### config.mk
export PLATFORM = sky130hd
export DESIGN_NAME = spi_div_cell
export DESIGN_NICKNAME = d
export VERILOG_FILES = /design/src/hw/rtl/spi_div_cell.sv
export SDC_FILE = /design/constraint.sdc
export NUM_CORES = 1
export LEC_CHECK = 0
export ABC_AREA = 0
export BUFFER_PORTS_ARGS = -buffer_cell sky130_fd_sc_hd__buf_4
export CORE_AREA = 2 2 365 367
export CTS_CLUSTER_SIZE = 40
export DETAILED_ROUTE_END_ITERATION = 10
export DIE_AREA = 0 0 367 369
export HOLD_SLACK_MARGIN = 0.15
export PLACE_DENSITY = 0.5
export RECOVER_POWER = 25
export SETUP_SLACK_MARGIN = 0.15
export SYNTH_ARGS = -nofsm -noshare
export SYNTH_HDL_FRONTEND = slang
export SYNTH_SLANG_ARGS = --single-unit
### constraint.sdc
create_clock -name clk -period 0.8 [get_ports clk]
set_input_delay 0.08 -clock clk [delete_from_list [all_inputs] [get_ports clk]]
set_output_delay 0.08 -clock clk [all_outputs]
set_load 0.05 [all_outputs]
### src/hw/rtl/spi_div_cell.sv
// one restoring division cell: settles one quotient bit for all three lanes
module spi_div_cell #(
	parameter int NW   = 100,
	parameter int AW   = 67,
	parameter int QB   = 33,
	parameter int STEP = 0,
	parameter int TW   = 1
) (
	input  logic            clk,
	input  logic            arst_n,
	input  logic            valid_in,
	input  logic [3*NW-1:0] rem_in,
	input  logic [3*QB-1:0] quo_in,
	input  logic [AW-1:0]   den_in,
	input  logic [TW-1:0]   tag_in,
	output logic            valid_s1,
	output logic [3*NW-1:0] rem_s1,
	output logic [3*QB-1:0] quo_s1,
	output logic [AW-1:0]   den_s1,
	output logic [TW-1:0]   tag_s1
);
	logic [NW-1:0]   trial;
	logic [3*NW-1:0] rem_nx;
	logic [3*QB-1:0] quo_nx;

	assign trial = NW'(den_in) << STEP;

	// compare and subtract per lane
	always_comb begin
		rem_nx = rem_in;
		quo_nx = quo_in;
		for (int k = 0; k < 3; k++) begin
			if (rem_in[k*NW +: NW] >= trial) begin
				rem_nx[k*NW +: NW]  = rem_in[k*NW +: NW] - trial;
				quo_nx[k*QB + STEP] = 1'b1;
			end
		end
	end

	always_ff @(posedge clk or negedge arst_n) begin
		if (!arst_n) begin
			valid_s1 <= 1'b0;
		end else begin
			valid_s1 <= valid_in;
		end
	end

	always_ff @(posedge clk) begin
		rem_s1 <= rem_nx;
		quo_s1 <= quo_nx;
		den_s1 <= den_in;
		tag_s1 <= tag_in;
	end

endmodule

==> reports/qor.yml <==
synth:
  synth_seq_cells: 468
  synthDominantCellAreaShare_pct: 34.88
  syn_nets: 3997
  yosys_most_used_dff: "dfxtp_1"
  synth_xor_area_share_pct: 9.442
  synthTopCellsByArea: "dfxtp_1 35%, ha_1 9.4%, a21oi_1 6.5%"
  synth-edff-count: 0
  synth_fa_ha_area_share_pct: 9.606
  yosysSeqAreaShare_pct: 34.97
  synth_warnings: 0
  synth_compound_area_share_pct: 20.85
  synth_top_family_by_area: "compound AO/OA/AOI/OAI gates"
  syn_inst: 3323
  synth_most_common_cell: "dfxtp_1"
  synth_top_area_cell: "dfxtp_1"
  syn_area_per_cell_um2: 8.067
  synthSimpleGateAreaFrac_pct: 20.08
  yosysUniqueCellTypes: 87
  synthTopCellsByCount: "467 x dfxtp_1, 402 x nand2_1, 348 x a21oi_1, 292 x nor2_1, 277 x o21ai_0"
  synth_mux_area_share_pct: 0.9008
  ys_async_sr_fraction_pct: 0.2137
  synth_area_um2: 26810
global_routing:
  grt_overflow: 0
  grt_start_max_net_pins: 36
  first_global_vias: 35990
  antenna_found_initial: 36
  grt_pass1_wl_um: 240500
  grt_usage_pct: 23.97
timing:
  slew_violations: 0
  setup_viol: 771
  min_period_ns: 2.719
  timing.final.crit_share_pct: 339.9
  slew_headroom_pct: 58.18
  fin_hold_ws_ns: -0.4950
  clock.fmax_mhz: 367.8
  tightestPinTransition_ns: 0.6207
  finalHoldViolCount: 144
  fin_ws_ns: -1.919
  rsz0062_at_grt: "yes"
floorplanning:
  coreArea_um2: 131100
  dieHeight_um: 369
  die_w_um: 367
  start_util_pct: 20.44
  dieArea_um2: 135400
  ios: 938
  rows: 133
detailed_routing:
  drc: 0
  drtIter0Drc: 2008
  antenna_left: 0
  drt_wl_total_um: 175700
  firstDrtPassIters: 5
  dr_total_vias: 36070
  wl_per_cell_um: 22.29
  vias_per_cell: 4.574
finish:
  postLayoutCoreUtil_pct: 45.83
  drive_gt1_share_pct: 56.27
  design_area_um2: 60090
  fin_nets: 6736
  syn_to_final_growth_pct: 124.2
clocking:
  htreeDepth: 2
  cts_tree: "done"
  clock_path_buffers: 3
  cts.sinks: 468
  numCtsBuffers: 60
  root_buffer: "clkbuf_16"
  clk_pin_slew_ns: 0.06
outcome:
  status: "finished, violations left"
  violations: "hold timing, setup timing"
placed_design:
  dp_slack_ns: -2.774
  detailed_place_hpwl_um: 140200
  globalplace.congestion: 0.9570
  io_buffers: 937
  dpl-instance-area_um2: 46720
power:
  leakage_uw: 0.02685
  power.density_nw_per_um2: 1748
  power_uw: 105000
  ir_drop_uv: 1837
setup_path:
  arrival_ns: 3.34
  cp-end-kind: "flip-flop"
  path_class: "in -> reg"
  required_ns: 1.43
  cp_max_fo: 6
  cp-start-kind: "input pin"
run:
  drv_cap: 0
worst_hold_path:
  hold_path_class: "in -> reg"
==> through the flow <==
step | std cells | setup TNS (ns)
after floorplan | 3323 | -523.82
after global placement | 7163 | -758.30
after detailed placement | 7163 | -758.75
after CTS | 7727 | -765.48
after global routing | 7880 | -789.32
final | 7885 | -745.07
==> where the power goes <==
| group | switching, µW | internal (µW) | leakage [µW] | total (µW) |
|---|---|---|---|---|
| combinational | 27900 | 20000 | 0.0219 | 47900 |
| clock | 12500 | 16700 | 0.00101 | 29200 |
| sequential | 1400 | 26500 | 0.00395 | 27900 |
| total | 41800 | 63200 | 0.0269 | 105000 |
==> kinds of logic after synthesis <==
kind of cell,count (synthesis)
buffers and inverters,266
AND/OR/NAND/NOR,1140
XOR/XNOR,289
multiplexers,19
adder cells (fa/ha/maj),204
AO/OA/AOI/OAI,937
flip-flops,468
==> state kept, by name, indices dropped and copies added, names as in the netlist <==
signal and cells:
rem_s1 300, quo_s1 99, den_s1 67, tag_s1 1, valid_s1 1
==> routing by layer <==
layer  share of wire [%]  GRT usage, %  up-vias
met4                 3.9         8.260       28
met1                  42         29.83    17220
met3                 6.5         5.401      294
li1                    -             -    17350
met5                0.10             0        -
met2                  47         40.50     1181
==> final timing paths <==
path,to,cells past startpoint,from,slack [ns]
max in group asynchronous,valid_s1$_DFF_PN0_,3,arst_n,0.45
worst min-delay path,den_s1[14]$_DFF_P_,1,den_in[14],-0.50
worst max-delay path,rem_s1[88]$_DFF_P_,16,rem_in[0],-1.92
min in group asynchronous,valid_s1$_DFF_PN0_,3,arst_n,0.25
==> area by class of cell <==
class | count | area [µm²]
Fill cell | 12480 | 71040
Timing Repair Buffer | 2811 | 24060
Multi-Input combinational cell | 2589 | 21550
Sequential cell | 468 | 9480
Tap cell | 1755 | 2196
Clock buffer | 73 | 1630
Inverter | 132 | 656.9
Clock inverter | 40 | 473.0
Antenna cell | 17 | 42.54
==> placed cells by master (no fill, tap or decap), drive strengths merged, types with 9 or more instances in the layout <==
master       Yosys  routed
clkinv           0      18
ha             201     201
nand2          402     402
or3             29      29
clkinvlp         0      33
dlygate4sd3      0     382
a211o            9       9
or2             13      13
buf             29    2380
nor3b           12      12
and2            11      11
xnor2          172     172
dfxtp          467     467
nor2b           20      20
nor2           293     293
diode            0      17
clkbuf         105     121
o31ai           14      14
a21o            57      57
nand3           62      62
a21oi          349     349
nor4            46      46
nand4           93      93
a21boi          12      12
or4             18      18
o21bai          45      45
and4             9       9
nor3            69      69
nand2b          30      30
o21ai          284     284
mux2            17      17
inv            132     115
a211oi          16      16
xor2           117     117
o21a            33      33
a31oi           22      22
o211ai          17      17
and3            12      12
==> what timing repair did <==
item | CTS | global route
endpoints found under the hold margin | 469 | 339
setup buffers | 80 | 96
gates cloned | 15 | 18
endpoints found under the setup margin | 771 | 810
gates resized for setup | 441 | 662
hold buffers | 356 | 35
pin swaps | 124 | 214
==> worst max-delay path, stage by stage <==
cell and delay, ns:
buf_8 0.09, inv_8 0.03, ha_4 0.15, fa_2 0.36, nand2b_4 0.16, a211oi_4 0.29
nor2_2 0.09, o311ai_4 0.32, a31o_4 0.22, a21oi_4 0.09, o311ai_4 0.45, nor2b_4 0.27
o21ai_4 0.10, a311oi_2 0.26, xor2_1 0.19, buf_4 0.16
(Power assumes the default switching activity.)
